File: src/design/rsip_pkg.sv
`timescale 1ns / 1ps
// ----------------------------------------------------------------------------
// rsip_pkg
// Shared types, character codes and the digit decoder of the radix string
// parser.
// ----------------------------------------------------------------------------
package rsip_pkg;

  localparam int unsigned CHAR_W  = 8;
  localparam int unsigned RADIX_W = 5;
  localparam int unsigned DIGIT_W = 6;

  // Character codes that steer the parse.
  localparam logic [CHAR_W-1:0] CHAR_NUL   = 8'h00;
  localparam logic [CHAR_W-1:0] CHAR_ZERO  = 8'h30;
  localparam logic [CHAR_W-1:0] CHAR_SEVEN = 8'h37;
  localparam logic [CHAR_W-1:0] CHAR_NINE  = 8'h39;
  localparam logic [CHAR_W-1:0] CHAR_UC_A  = 8'h41;
  localparam logic [CHAR_W-1:0] CHAR_UC_Z  = 8'h5A;
  localparam logic [CHAR_W-1:0] CHAR_LC_A  = 8'h61;
  localparam logic [CHAR_W-1:0] CHAR_LC_B  = 8'h62;
  localparam logic [CHAR_W-1:0] CHAR_LC_X  = 8'h78;
  localparam logic [CHAR_W-1:0] CHAR_LC_Z  = 8'h7A;

  // Radix codes.
  localparam logic [RADIX_W-1:0] RADIX_AUTO = 5'd0;
  localparam logic [RADIX_W-1:0] RADIX_ONE  = 5'd1;
  localparam logic [RADIX_W-1:0] RADIX_BIN  = 5'd2;
  localparam logic [RADIX_W-1:0] RADIX_OCT  = 5'd8;
  localparam logic [RADIX_W-1:0] RADIX_DEC  = 5'd10;
  localparam logic [RADIX_W-1:0] RADIX_HEX  = 5'd16;

  // Digit value of a character that is no digit at all.
  localparam logic [DIGIT_W-1:0] DIGIT_NONE = 6'd63;
  localparam logic [DIGIT_W-1:0] DIGIT_TEN  = 6'd10;

  // Parse phase within one string.
  typedef enum logic [2:0] {
    PH_START        = 3'd0,
    PH_LEAD_ZERO    = 3'd1,
    PH_AFTER_PREFIX = 3'd2,
    PH_ZERO_END     = 3'd3,
    PH_DIGITS       = 3'd4
  } phase_e;

  // Maps a character to its digit value: 0..9, then 10..35 for letters.
  function automatic logic [DIGIT_W-1:0] digit_of(input logic [CHAR_W-1:0] c);
    logic [DIGIT_W-1:0] d;
    if (c >= CHAR_ZERO && c <= CHAR_NINE) begin
      d = DIGIT_W'(c - CHAR_ZERO);
    end else if (c >= CHAR_UC_A && c <= CHAR_UC_Z) begin
      d = DIGIT_W'(c - CHAR_UC_A) + DIGIT_TEN;
    end else if (c >= CHAR_LC_A && c <= CHAR_LC_Z) begin
      d = DIGIT_W'(c - CHAR_LC_A) + DIGIT_TEN;
    end else begin
      d = DIGIT_NONE;
    end
    return d;
  endfunction

endpackage

File: src/design/rsip_if.sv
`timescale 1ns / 1ps
// ----------------------------------------------------------------------------
// rsip_if
// Valid/ready channels of the radix string parser: characters in, results
// out, and the radix configuration write.
// ----------------------------------------------------------------------------

// One character per item.
interface rsip_char_if;
  logic       valid;
  logic       ready;
  logic [7:0] char_code;
  modport source (output valid, output char_code, input ready);
  modport sink   (input valid, input char_code, output ready);
endinterface

// One parsed number per item.
interface rsip_result_if #(
  parameter int unsigned VALUE_WIDTH = 64
);
  logic                   valid;
  logic                   ready;
  logic [VALUE_WIDTH-1:0] parsed_value;
  logic                   parse_status;
  modport source (output valid, output parsed_value, output parse_status, input ready);
  modport sink   (input valid, input parsed_value, input parse_status, output ready);
endinterface

// Write of the radix mode register.
interface rsip_cfg_if;
  logic       valid;
  logic       ready;
  logic [4:0] radix_mode;
  modport source (output valid, output radix_mode, input ready);
  modport sink   (input valid, input radix_mode, output ready);
endinterface

File: src/design/rsip_digit_mac.sv
`timescale 1ns / 1ps
// ----------------------------------------------------------------------------
// rsip_digit_mac
// Decodes one character as a digit and folds it into the accumulator:
// acc * radix + digit, flagging a bad digit, a bad radix or an overflow.
// ----------------------------------------------------------------------------
module rsip_digit_mac #(
  parameter int unsigned VALUE_WIDTH = 64
) (
  input  logic [VALUE_WIDTH-1:0]      acc_i,
  input  logic [rsip_pkg::CHAR_W-1:0]  char_i,
  input  logic [rsip_pkg::RADIX_W-1:0] radix_i,
  output logic [VALUE_WIDTH-1:0]      acc_o,
  output logic                        bad_o
);
  import rsip_pkg::*;

  localparam int unsigned PROD_W = VALUE_WIDTH + RADIX_W;

  logic [DIGIT_W-1:0] digit;
  logic [PROD_W-1:0]  prod;
  logic               digit_bad;
  logic               overflow;

  // Digit decode and range check against the radix.
  assign digit     = digit_of(char_i);
  assign digit_bad = (radix_i < RADIX_BIN) || (digit >= DIGIT_W'(radix_i));

  // Multiply-add; any bit above the value width means overflow.
  assign prod     = PROD_W'(acc_i) * PROD_W'(radix_i) + PROD_W'(digit);
  assign overflow = |prod[PROD_W-1:VALUE_WIDTH];

  assign acc_o = prod[VALUE_WIDTH-1:0];
  assign bad_o = digit_bad || overflow;

endmodule

File: src/design/radix_string_to_integer_parser.sv
`timescale 1ns / 1ps
// ----------------------------------------------------------------------------
// radix_string_to_integer_parser
// Character-serial unsigned integer parser with fixed radix 2..16 or radix
// detection from a 0x / 0b / 0 prefix. Emits one result per NUL character.
// ----------------------------------------------------------------------------
//  channel   dir  payload                      item
//  char_i    in   char_code[7:0]               one character, NUL ends string
//  result_o  out  parsed_value, parse_status   one number per string
//  cfg_i     in   radix_mode[4:0]              radix register write
//
//  A character is registered at the input, then processed by one multiply-add
//  of the accumulator by the radix (a VALUE_WIDTH x 5 multiplier), so one
//  item per cycle is sustained while no NUL is held back; an accepted NUL
//  passes the input register and then the result register before it is valid.
//  A NUL waits in the input register while the result register is full and
//  not taken; other characters pass freely. Reset clears the parse state and
//  the radix mode (auto detect). cfg_i is always ready.
// ----------------------------------------------------------------------------
module radix_string_to_integer_parser #(
  parameter int unsigned VALUE_WIDTH = 64
) (
  input  logic            clk_i,
  input  logic            rst_ni,
  rsip_char_if.sink       char_i,
  rsip_result_if.source   result_o,
  rsip_cfg_if.sink        cfg_i
);
  import rsip_pkg::*;

  logic [RADIX_W-1:0]     mode_q;
  logic                   in_valid_q;
  logic [CHAR_W-1:0]      char_q;
  phase_e                 phase_q, phase_d;
  logic [RADIX_W-1:0]     radix_q, radix_d;
  logic [VALUE_WIDTH-1:0] acc_q, acc_d;
  logic                   err_q, err_d;
  logic                   res_valid_q;
  logic [VALUE_WIDTH-1:0] res_value_q, res_value_d;
  logic                   res_status_q, res_status_d;

  logic                   is_nul;
  logic                   advance;
  logic                   emit;
  logic [RADIX_W-1:0]     mac_radix;
  logic [VALUE_WIDTH-1:0] mac_acc;
  logic                   mac_bad;

  // Configuration register.
  assign cfg_i.ready = 1'b1;

  always_ff @(posedge clk_i or negedge rst_ni) begin
    if (!rst_ni) begin
      mode_q <= RADIX_AUTO;
    end else if (cfg_i.valid) begin
      mode_q <= cfg_i.radix_mode;
    end
  end

  // Handshake: a NUL needs a free result slot, other characters do not.
  assign is_nul         = (char_q == CHAR_NUL);
  assign advance        = in_valid_q && (!is_nul || !res_valid_q || result_o.ready);
  assign emit           = advance && is_nul;
  assign char_i.ready   = !in_valid_q || advance;

  // Input register.
  always_ff @(posedge clk_i or negedge rst_ni) begin
    if (!rst_ni) begin
      in_valid_q <= 1'b0;
    end else if (char_i.ready) begin
      in_valid_q <= char_i.valid;
    end
  end

  always_ff @(posedge clk_i) begin
    if (char_i.valid && char_i.ready) begin
      char_q <= char_i.char_code;
    end
  end

  // Radix fed to the multiply-add for the current character.
  always_comb begin
    case (phase_q)
      PH_START:     mac_radix = (mode_q == RADIX_AUTO) ? RADIX_DEC : mode_q;
      PH_LEAD_ZERO: mac_radix = RADIX_OCT;
      default:      mac_radix = radix_q;
    endcase
  end

  rsip_digit_mac #(
    .VALUE_WIDTH (VALUE_WIDTH)
  ) u_mac (
    .acc_i   (acc_q),
    .char_i  (char_q),
    .radix_i (mac_radix),
    .acc_o   (mac_acc),
    .bad_o   (mac_bad)
  );

  // Parse state machine: next state and result.
  always_comb begin
    phase_d      = phase_q;
    radix_d      = radix_q;
    acc_d        = acc_q;
    err_d        = err_q;
    res_status_d = err_q || (phase_q == PH_START) || (phase_q == PH_AFTER_PREFIX);
    res_value_d  = (res_status_d || phase_q == PH_LEAD_ZERO || phase_q == PH_ZERO_END)
                   ? '0 : acc_q;
    if (is_nul) begin
      phase_d = PH_START;
      radix_d = RADIX_AUTO;
      acc_d   = '0;
      err_d   = 1'b0;
    end else if (!err_q) begin
      unique case (phase_q)
        PH_START: begin
          radix_d = mode_q;
          if (char_q == CHAR_ZERO) begin
            phase_d = PH_LEAD_ZERO;
          end else if (mode_q == RADIX_ONE || mode_q > RADIX_HEX) begin
            err_d = 1'b1;
          end else begin
            radix_d = mac_radix;
            phase_d = PH_DIGITS;
            if (mac_bad) begin
              err_d = 1'b1;
            end else begin
              acc_d = mac_acc;
            end
          end
        end
        PH_LEAD_ZERO: begin
          if (radix_q != RADIX_AUTO) begin
            err_d = 1'b1;
          end else if (char_q == CHAR_LC_X) begin
            radix_d = RADIX_HEX;
            phase_d = PH_AFTER_PREFIX;
          end else if (char_q == CHAR_LC_B) begin
            radix_d = RADIX_BIN;
            phase_d = PH_AFTER_PREFIX;
          end else if (char_q >= CHAR_ZERO && char_q <= CHAR_SEVEN) begin
            radix_d = RADIX_OCT;
            if (char_q == CHAR_ZERO) begin
              phase_d = PH_ZERO_END;
            end else begin
              phase_d = PH_DIGITS;
              acc_d   = mac_acc;
            end
          end else begin
            err_d = 1'b1;
          end
        end
        PH_AFTER_PREFIX: begin
          if (char_q == CHAR_ZERO) begin
            phase_d = PH_ZERO_END;
          end else begin
            phase_d = PH_DIGITS;
            if (mac_bad) begin
              err_d = 1'b1;
            end else begin
              acc_d = mac_acc;
            end
          end
        end
        PH_DIGITS: begin
          if (mac_bad) begin
            err_d = 1'b1;
          end else begin
            acc_d = mac_acc;
          end
        end
        default: begin
          err_d = 1'b1;
        end
      endcase
    end
  end

  // Parse state registers.
  always_ff @(posedge clk_i or negedge rst_ni) begin
    if (!rst_ni) begin
      phase_q <= PH_START;
      radix_q <= RADIX_AUTO;
      acc_q   <= '0;
      err_q   <= 1'b0;
    end else if (advance) begin
      phase_q <= phase_d;
      radix_q <= radix_d;
      acc_q   <= acc_d;
      err_q   <= err_d;
    end
  end

  // Result register.
  always_ff @(posedge clk_i or negedge rst_ni) begin
    if (!rst_ni) begin
      res_valid_q <= 1'b0;
    end else if (emit) begin
      res_valid_q <= 1'b1;
    end else if (result_o.ready) begin
      res_valid_q <= 1'b0;
    end
  end

  always_ff @(posedge clk_i) begin
    if (emit) begin
      res_value_q  <= res_value_d;
      res_status_q <= res_status_d;
    end
  end

  assign result_o.valid        = res_valid_q;
  assign result_o.parsed_value = res_value_q;
  assign result_o.parse_status = res_status_q;

  // An invalid result always carries a zero value.
  a_invalid_zero: assert property (@(posedge clk_i) disable iff (!rst_ni)
    res_valid_q && res_status_q |-> res_value_q == '0)
    else $error("invalid result with nonzero value");

  // At the start of a string the accumulator is empty.
  a_start_acc: assert property (@(posedge clk_i) disable iff (!rst_ni)
    phase_q == PH_START |-> acc_q == '0)
    else $error("accumulator not clear at string start");

  // A clean string start has no radix chosen yet.
  a_start_radix: assert property (@(posedge clk_i) disable iff (!rst_ni)
    phase_q == PH_START && !err_q |-> radix_q == RADIX_AUTO)
    else $error("radix set at clean string start");

  // While in the digits the radix is a usable one.
  a_digit_radix: assert property (@(posedge clk_i) disable iff (!rst_ni)
    phase_q == PH_DIGITS |-> radix_q >= RADIX_BIN && radix_q <= RADIX_HEX)
    else $error("unusable radix in digit phase");

endmodule

File: src/flat_wrapper.sv
// flat-port wrapper written by rule: the top's interface ports become plain ports
module radix_string_to_integer_parser_flat import rsip_pkg::*;
#(
  parameter int unsigned VALUE_WIDTH = 64
)
  (clk_i, rst_ni, char_i_valid, char_i_char_code, char_i_ready, result_o_valid, result_o_parsed_value, result_o_parse_status, result_o_ready, cfg_i_valid, cfg_i_radix_mode, cfg_i_ready);
  rsip_char_if char_i_i ();
  rsip_result_if #(.VALUE_WIDTH(VALUE_WIDTH)) result_o_i ();
  rsip_cfg_if cfg_i_i ();
  input  logic clk_i;
  input  logic rst_ni;
  input wire logic [$bits(char_i_i.valid)-1:0] char_i_valid;
  input wire logic [$bits(char_i_i.char_code)-1:0] char_i_char_code;
  output wire logic [$bits(char_i_i.ready)-1:0] char_i_ready;
  output wire logic [$bits(result_o_i.valid)-1:0] result_o_valid;
  output wire logic [$bits(result_o_i.parsed_value)-1:0] result_o_parsed_value;
  output wire logic [$bits(result_o_i.parse_status)-1:0] result_o_parse_status;
  input wire logic [$bits(result_o_i.ready)-1:0] result_o_ready;
  input wire logic [$bits(cfg_i_i.valid)-1:0] cfg_i_valid;
  input wire logic [$bits(cfg_i_i.radix_mode)-1:0] cfg_i_radix_mode;
  output wire logic [$bits(cfg_i_i.ready)-1:0] cfg_i_ready;
  assign char_i_i.valid = char_i_valid;
  assign char_i_i.char_code = char_i_char_code;
  assign char_i_ready = char_i_i.ready;
  assign result_o_valid = result_o_i.valid;
  assign result_o_parsed_value = result_o_i.parsed_value;
  assign result_o_parse_status = result_o_i.parse_status;
  assign result_o_i.ready = result_o_ready;
  assign cfg_i_i.valid = cfg_i_valid;
  assign cfg_i_i.radix_mode = cfg_i_radix_mode;
  assign cfg_i_ready = cfg_i_i.ready;
  radix_string_to_integer_parser #(.VALUE_WIDTH(VALUE_WIDTH)) u_core (.clk_i(clk_i), .rst_ni(rst_ni), .char_i(char_i_i), .result_o(result_o_i), .cfg_i(cfg_i_i));
endmodule
File: config.mk
export PLATFORM = sky130hd
export DESIGN_NAME = radix_string_to_integer_parser_flat
export DESIGN_NICKNAME = d
export VERILOG_FILES = /design/src/design/rsip_pkg.sv /design/src/design/rsip_if.sv /design/src/design/rsip_digit_mac.sv /design/src/design/radix_string_to_integer_parser.sv /design/src/flat_wrapper.sv
export SDC_FILE = /design/constraint.sdc
export NUM_CORES = 1
export LEC_CHECK = 0
export BUFFER_PORTS_ARGS = -buffer_cell sky130_fd_sc_hd__buf_4
export CAP_MARGIN = 25
export CORE_MARGIN = 3
export CORE_UTILIZATION = 29
export CTS_CLUSTER_DIAMETER = 60
export CTS_CLUSTER_SIZE = 10
export DETAILED_ROUTE_END_ITERATION = 16
export GPL_ROUTABILITY_DRIVEN = 1
export GPL_TIMING_DRIVEN = 0
export PLACE_DENSITY = 0.45
export SLEW_MARGIN = 10
export SYNTH_ARGS = -nofsm -noshare
export SYNTH_HDL_FRONTEND = slang
export SYNTH_SLANG_ARGS = --single-unit
File: constraint.sdc
create_clock -name clk_i -period 5.9 [get_ports clk_i]
set_input_delay 1.475 -clock clk_i [delete_from_list [all_inputs] [get_ports clk_i]]
set_output_delay 1.475 -clock clk_i [all_outputs]
set_load 0.02 [all_outputs]
==> results of run 1 <==
## state kept, by name (all words and copies together), names as in the netlist
signal and flops:
u_core.err_q 1, u_core.acc_q 64, u_core.in_valid_q 1, u_core.result_o.parse_status 1, u_core.radix_q 5, u_core.char_q 8, u_core.result_o.parsed_value 64, u_core.result_o.valid 1
u_core.mode_q 5, u_core.phase_q 3
## cell type report
class,instances,area [µm²]
fill,6607,39880
multi-input combinational,1519,14480
sequential,153,4202
timing repair buffer,219,1939
inverter,394,1486
tap,855,1070
buffer,84,1001
clock buffer,17,425.4
clock inverter,15,212.7
## tightest hold or removal path: stages, from the launching register on
cell,delay [ns]
dfrtp_1,0.42
nand3_1,0.09
o41ai_1,0.06
## metal layers
layer	up-vias	global-route usage	wire length, µm
met5	-	0	0
met4	0	0.04885	1398
met3	81	0.02617	2412
met2	356	0.2926	29160
met1	7976	0.2460	28850
li1	7512	-	-
## repair_timing
action                     in CTS  in global routing
cloned                          6                  7
setup endpoints to repair      65                 65
gates resized for setup       338                149
buffers inserted               96                 21
hold endpoints to repair        0                  0
pin swaps                     139                 58
## synth_stat cells, types with 3 or more instances
master / instances / share of area
nor2b_1: 254 / 0.083
fa_1: 192 / 0.20
nor3_1: 12 / 0.0032
o221ai_1: 3 / 0.0014
nand3_1: 25 / 0.0066
a211oi_1: 7 / 0.0028
clkbuf_1: 95 / 0.019
inv_1: 394 / 0.078
o21ai_1: 63 / 0.017
a32oi_1: 3 / 0.0014
a31oi_1: 17 / 0.0056
or2_2: 3 / 0.00099
o31a_1: 3 / 0.0014
nor4_1: 6 / 0.0020
nor2_1: 58 / 0.011
and2_1: 133 / 0.044
mux2_2: 6 / 0.0035
a221oi_1: 5 / 0.0023
ha_1: 148 / 0.097
and3_1: 11 / 0.0036
o21ai_0: 74 / 0.019
o211ai_1: 78 / 0.031
a21oi_1: 102 / 0.027
nand2b_1: 20 / 0.0066
dfrtp_1: 80 / 0.11
a211o_1: 4 / 0.0018
a21boi_0: 4 / 0.0016
edfxtp_1: 73 / 0.12
nand4_1: 31 / 0.010
buf_2: 8 / 0.0021
a21o_1: 27 / 0.011
and4_1: 3 / 0.0014
o31ai_1: 5 / 0.0020
o21a_1: 11 / 0.0043
buf_6: 6 / 0.0035
o21bai_1: 15 / 0.0059
xor2_1: 29 / 0.013
xnor2_1: 32 / 0.015
nor3b_1: 5 / 0.0020
nand2_1: 89 / 0.018
or3_1: 4 / 0.0013
a32o_1: 3 / 0.0016
## cell families after synthesis
logic type                 after synthesis
muxes                                    6
buffers and inverters                  507
adders and majority gates              340
AOI/OAI and AO/OA                      449
DFF                                    153
other                                    1
and+or+nand+nor                        662
xor gates and xnor gates                61
## cell usage in the layout (no fill, tap or decap), types with 15 or more instances in the layout
cell         n
a21o_1      27
a21oi_1     69
a21oi_2     24
and2_1     132
buf_4      189
buf_6       22
clkbuf_1    16
clkbuf_16   38
dfrtp_1     74
edfxtp_1    73
fa_1       182
ha_1        91
ha_2        18
ha_4        39
inv_1      367
inv_2       25
nand2_1     79
nand2b_1    19
nand3_1     25
nand4_1     31
nor2_1      50
nor2b_1    233
o211ai_1    78
o21ai_0     56
o21ai_1     21
o21ai_2     57
o21bai_1    15
xnor2_1     32
xor2_1      29
## worst max path at each step
| stage | startpoint | end | slack [ns] |
|---|---|---|---|
| after global placement | u_core.phase_q[0] | u_core.acc_q[55] | -2.54 |
| after CTS | u_core.phase_q[1] | u_core.acc_q[16] | -0.58 |
| after detailed placement | u_core.phase_q[0] | u_core.acc_q[14] | -2.35 |
| after floorplan | u_core.phase_q[1] | u_core.acc_q[62] | 0.004 |
| after global routing | u_core.char_q[4] | u_core.acc_q[25] | -0.89 |
| final | u_core.phase_q[1] | u_core.acc_q[26] | -0.64 |
## stage by stage
| stage | hold slack, ns | worst slack, ns | TNS (ns) | cell area, µm² | utilization |
|---|---|---|---|---|---|
| 3_3_place_gp | 0.5381 | -2.536 | -161.31 | 21010 | 0.3247 |
| 3_5_place_dp | 0.5415 | -2.349 | -147.67 | 21100 | 0.3261 |
| 2_1_floorplan | 0.5093 | 0.003530 | 0 | 19310 | - |
| 5_1_grt | 0.6142 | -0.8862 | -53.57 | 24820 | 0.3836 |
| 4_1_cts | 0.5901 | -0.5841 | -35.76 | 23960 | 0.3703 |
| 6_report | 0.6010 | -0.6359 | -38.36 | 24820 | 0.3836 |
==> impl_results.md, run 1 <==
- Mean Syn Cell Area: just under 9 µm²
- Post-synthesis register bit count: 153
- Routability cong.: slightly below 0.9
- Bufs on Longest Clock Path: 2
- Post-synthesis net count: 2537
- Hold Crit Depth: 2
- Largest net degree at the start of global routing: between 40 and 50
- Die ar.: approximately 70000 µm²
- Rel. slew slack: 0.5208
- Die W: between 200 and 300 µm
- Ys flop type: dfrtp_1
- Crit Reg-Reg Startpoint: u_core.phase_q[1]
- Hold Fails Final Rpt: 0
- Synthesized area: approximately 19000 µm²
- Fin crit period: around 6.5 ns
- Worst Path Max Fanout: 10
- Mux contribution to synthesized area: 0.003547
- Cell count along the critical path: 28
- Yosys warning count: 0
- Gr usage total: 0.1786
- Top Ports: 86
- Final slew viol count: 0
- CP arrival: 6.95 ns
- Slowest stage delay, CP: around 0.53 ns
- Global-route wire length before repair: approximately 97000 µm
- Worst setup SP type: register
- PortBufs: 84
- Count of cell types in the netlist: 70
- GRT overflow: 0
- Async S/R FF share, synth: 0.5229
- Layout cell share with drive strength beyond 1: 0.2541
- Drt total wl: about 62000 µm
- Max Clk Rate: about 150 MHz
- Via-per-instance ratio: just under 5
- Final worst slack: -0.6359 ns
- Iter 0 DRT Violations: approximately 900
- Cells after Synth: approximately 2200
- Initial antenna violation count: 2
- XOR/XNOR Fraction of Synth Area: 0.02805
- DRC: 0
- Hold_sp: u_core.radix_q[2]
- Post-synthesis simple-gate area fraction: 0.1975
- Vias: 15930
- WL/cell: between 15 and 20 µm
- Ant diodes: 0
- Hold WC Path Type: register to register
- CTS buffer count: 17
- Post-synthesis compound-gate area fraction: 0.1482
- Crit end category: register
- Clk slew on worst S/H paths: 0.07 ns
- Finished Layout Cells: ~3300
- Initial Util: 0.2944
- Clock Sinks: about 150
- Root Buffer: clkbuf_16
- Critical path buffer and inverter count: 11
- Failing checks: setup timing
- Seq/Total Area, Yosys: 0.2202
- Least-Margin Pin Slew: about 0.72 ns
- Core area: 64700 µm²
- Post-synth EDFFs: 73
- Synthesized-area fraction occupied by adder cells: 0.2990
- Main combinational cell family by area after synthesis: adder cells
- Post-CTS Hold Buffers: 0
- Worst-skew pair later-pin latency: 0.50 ns
- CTS tree: done
- Vias in the first global route: 16680
- Reg2reg path depth: 28
- RSZ-0062 raised after global routing: true
- WP data required: about 6.3 ns
- Period Utilization, post-route: 1.108
- Final Net Count: approximately 2700
- WHS Endpoint: u_core.radix_q[2]
- Die Height: approximately 260 µm
- Skew final: 0.01703 ns
- Num rows: 93
- Flop2flop setup slack: -0.64 ns
- H-Tree Depth: 4
- Worst Setup Path Type: register to register
- Worst path slowest cell: fa_1
- Dpl cells: 3123
- Status: complete, but fails checks
- Final setup vio count: 65
- Max Cap Viol: 0
- CP top delay family: compound AO/OA/AOI/OAI gates
- First drt pass iteration count: 5
- Post-route ant nets: 0
- Reg-to-reg endpoint: u_core.acc_q[26]
- DP HPWL: between 40000 and 50000 µm
- Synth-to-layout area growth: 30.31%
Power of run 1 is not shown: default switching activity piles up to over one toggle a cycle in this logic, so the estimate is an artifact.
==> run 2: changes to the inputs <==
ABC_AREA = 1   (was not set)
SYNTH_HIERARCHICAL = 1   (was not set)
==> run 2 against run 1 <==
Effect of this change:
- the flow still finishes with violations (setup timing)
- flip-flop and latch count is the same
- maximum frequency grew 9.5%
- die area grew 3.7%
- cell count grew 16%
- clock skew shrank 0.0072 ns
- non-clock buffer count shrank 84
- critical endpoint is now u_core/acc_q[43]
- highest routed layer unchanged
==> impl_results.md, run 2 <==
- Status: complete, but fails checks
- Failing checks: setup timing
- Worst Path Max Fanout: 8 (-2)
- CP arrival: 6.39 ns (-0.56 ns)
- Clk slew on worst S/H paths: 0.07 ns (about the same)
- Rel. slew slack: 0.4936 (-0.02716)
- NetSw: approximately 0.0028 W
- Dpl cells: 3676 (+18%)
- Skew final: 0.009838 ns (-0.007190 ns)
- Static leakage: 12.89 nW
- Power Total: a little over 0.006 W
- Pwr Density: approximately 250 nW/µm²
- Die ar.: 71300 µm² (+3.7%)
- Cells after Synth: 2716 (+25%)
- PortBufs: 83 (-1.2%)
- Via-per-instance ratio: 4.572 (-6.5%)
- Met3 Wirelength: 2387 µm (-1.0%)
- Final Net Count: 3242 (+18%)
- Met1 WL: 29500 µm (+2.3%)
- Post-synth EDFFs: 73 (unchanged)
- Placed cell area: 21570 µm² (+2.3%)
- Post-synthesis register bit count: 153 (unchanged)
- WHS Endpoint: u_core/radix_q[2]
- Worst-skew pair later-pin latency: 0.49 ns (about the same)
- Top Ports: 86 (unchanged)
- WP data required: 6.32 ns (about the same)
- Worst path slowest cell: fa_1
- Hold WC Path Type: register to register
- Routed wl met2: 31150 µm (+6.8%)
- Post-CTS Hold Buffers: 0 (unchanged)
- Gr usage total: 0.1821 (+0.003463)
- Routability cong.: 0.8944 (+2.8%)
- Mean Syn Cell Area: 7.275 µm² (-17%)
- Switching share of power: 0.4522
- Post-layout util: 0.3645 (-0.01916)
- Die Height: 267.0 µm (+1.8%)
- Synth-to-layout area growth: 24.10%
- Commonest non-fill, non-tap cell in the layout: nand2_1
- Num rows: 95 (+2.2%)
- Worst setup SP type: register
- Cell mode on critical path: nand2_1
- CTS tree: done
- Sequential power share: 0.207
- Ranking of synthesized cells by instance count: nand2_1, inv_1, nor2_1
- Finished Layout Cells: 3772 (+16%)
- Commonest cells after routing, fill and taps aside: nand2_1, inv_1, fa_1
- Area contributors post-synth: fa_1, nand2_1, edfxtp_1
- H-Tree Depth: 4 (unchanged)
- Hold Crit Depth: 2 (unchanged)
- Reg2reg path depth: 33 (+18%)
- P_int: 0.003363 W
- Vias: 17240 (+8.3%)
- Cell count along the critical path: 33 (+18%)
- Slowest stage delay, CP: 0.57 ns (+0.04 ns)
- Least-Margin Pin Slew: 0.7596 ns (+0.04339 ns)
- Final Cell Area: 24520 µm² (-1.2%)
- Fin crit period: 5.969 ns (-0.5668 ns)
- Part of the power in combinational logic: 0.586
- Final worst slack: -0.06907 ns (+0.5668 ns)
- RSZ-0062 raised after global routing: true
- Initial Util: 0.2937 (-0.0007078)
- Bufs on Longest Clock Path: 2 (unchanged)
- Post-synthesis net count: 3073 (+21%)
- Ys flop type: dfrtp_1
- Yosys warning count: 6 (+6)
- Layout cell share with drive strength beyond 1: 0.1877 (-0.06635)
- Post-route ant nets: 0 (unchanged)
- GRT overflow: 0 (unchanged)
- Max Cap Viol: 0 (unchanged)
- Core area: 67280 µm² (+4.0%)
- Seq/Total Area, Yosys: 0.2123 (-0.007934)
- Synth top area share: 0.1945 (-0.007271)
- Clock Sinks: 153 (unchanged)
- Root Buffer: clkbuf_16
- Count leader, synth: nand2_1
- CP top delay family: adder cells
- Final slew viol count: 0 (unchanged)
- Count of cell types in the netlist: 52 (-26%)
- Hold Fails Final Rpt: 0 (unchanged)
- Hold_sp: u_core/radix_q[2]
- Largest net degree at the start of global routing: 47 (+12%)
- WL/cell: 17.15 µm (-9.7%)
- Vias in the first global route: 17930 (+7.5%)
- Reg-to-reg endpoint: u_core/acc_q[43]
- Peak supply drop: around 230 µV
- Die W: 267.0 µm (+1.8%)
- Critical path buffer and inverter count: 10 (-1)
- Worst Setup Path Type: register to register
- Post-synth top area cell: fa_1
- Period Utilization, post-route: 1.012 (-0.09607)
- First drt pass iteration count: 5 (unchanged)
- DRC: 0 (unchanged)
- Max layer used: met4
- Drt total wl: 64710 µm (+4.7%)
- Minimum hold slack: 0.4848 ns (-0.1162 ns)
- CTS buffer count: 17 (unchanged)
- Flop2flop setup slack: -0.07 ns (+0.57 ns)
- DP HPWL: 50700 µm (+14%)
- Async S/R FF share, synth: 0.5229 (unchanged)
- Max Clk Rate: 167.5 MHz (+9.5%)
- Crit end category: register
- Clock share of power: 0.207
- Initial antenna violation count: 1 (-1)
- Synthesized area: 19760 µm² (+3.7%)
- Iter 0 DRT Violations: 835 (-6.4%)
- Global-route wire length before repair: 99510 µm (+2.6%)
- Final setup vio count: 55 (-15%)
- Crit Reg-Reg Startpoint: u_core/phase_q[2]
## run 2: layer usage
metal	vias up	GRT usage
met1	8349	0.2398
met4	0	0.05616
met3	61	0.02489
li1	8506	-
met2	328	0.3102
met5	-	0
## run 2: worst max path at each step
stage | from | endpoint | slack [ns]
detailed placement | u_core/phase_q[2] | u_core/acc_q[49] | -1.74
floorplan | u_core/phase_q[2] | u_core/acc_q[0] | 0.52
finish | u_core/phase_q[2] | u_core/acc_q[43] | -0.07
global placement | u_core/phase_q[2] | u_core/acc_q[50] | -1.75
CTS | u_core/phase_q[2] | u_core/acc_q[49] | 0.001
global route | u_core/phase_q[2] | u_core/acc_q[52] | -0.30
## run 2: area by class of cell
cell class | count | area [µm²]
diodes | 1 | 2.502
plain buffers | 69 | 742.0
clock buffers | 21 | 460.4
clock inverters | 11 | 192.7
fillers | 7184 | 42760
inverters | 560 | 2105
multi-input cells | 1933 | 14390
flip-flops and latches | 153 | 4194
well taps | 873 | 1092
repair buffers | 150 | 1341
repair inverters | 1 | 5.005
## run 2: worst min-delay path: stages (launching register included)
cell and delay [ns]:
dfrtp_1 0.34, nand2_1 0.05, nand2_1 0.06
## run 2: cells by family (layout without fill, tap and decap cells)
logic type | after synthesis | after routing | synth area share
flip-flops | 153 | 153 | 0.2123
XOR/XNOR | 60 | 60 | 0.02698
other | 1 | 2 | 0.0001898
AO/OA/AOI/OAI | 172 | 172 | 0.05060
buffers and inverters | 632 | 812 | 0.1263
adder cells (fa/ha/maj) | 339 | 339 | 0.2876
AND/OR/NAND/NOR | 1359 | 1361 | 0.2961
## run 2: timing repair
item,4_1_cts,5_1_grt
resized for setup,208,163
endpoints found under the setup margin,65,65
setup buffers,27,28
pin swaps,20,55
gates cloned,3,8
hold endpoints to repair,0,0
## run 2: through the flow
| step | setup slack (ns) | TNS [ns] |
|---|---|---|
| final | -0.06907 | -1.839 |
| after global routing | -0.3004 | -17.03 |
| after CTS | 0.001178 | 0 |
| after detailed placement | -1.736 | -110.54 |
| after global placement | -1.753 | -111.58 |
| after floorplan | 0.5157 | 0 |
## run 2: power by group through the flow
stage                     sequential (W)  clock, W  combinational (W)
after detailed placement         0.00130         0            0.00272
final                            0.00127   0.00127            0.00360
after CTS                        0.00127   0.00132            0.00327
after floorplan                  0.00125         0            0.00176
after global placement           0.00129         0            0.00269
after global routing             0.00128   0.00135            0.00387
(Power assumes the default switching activity.)
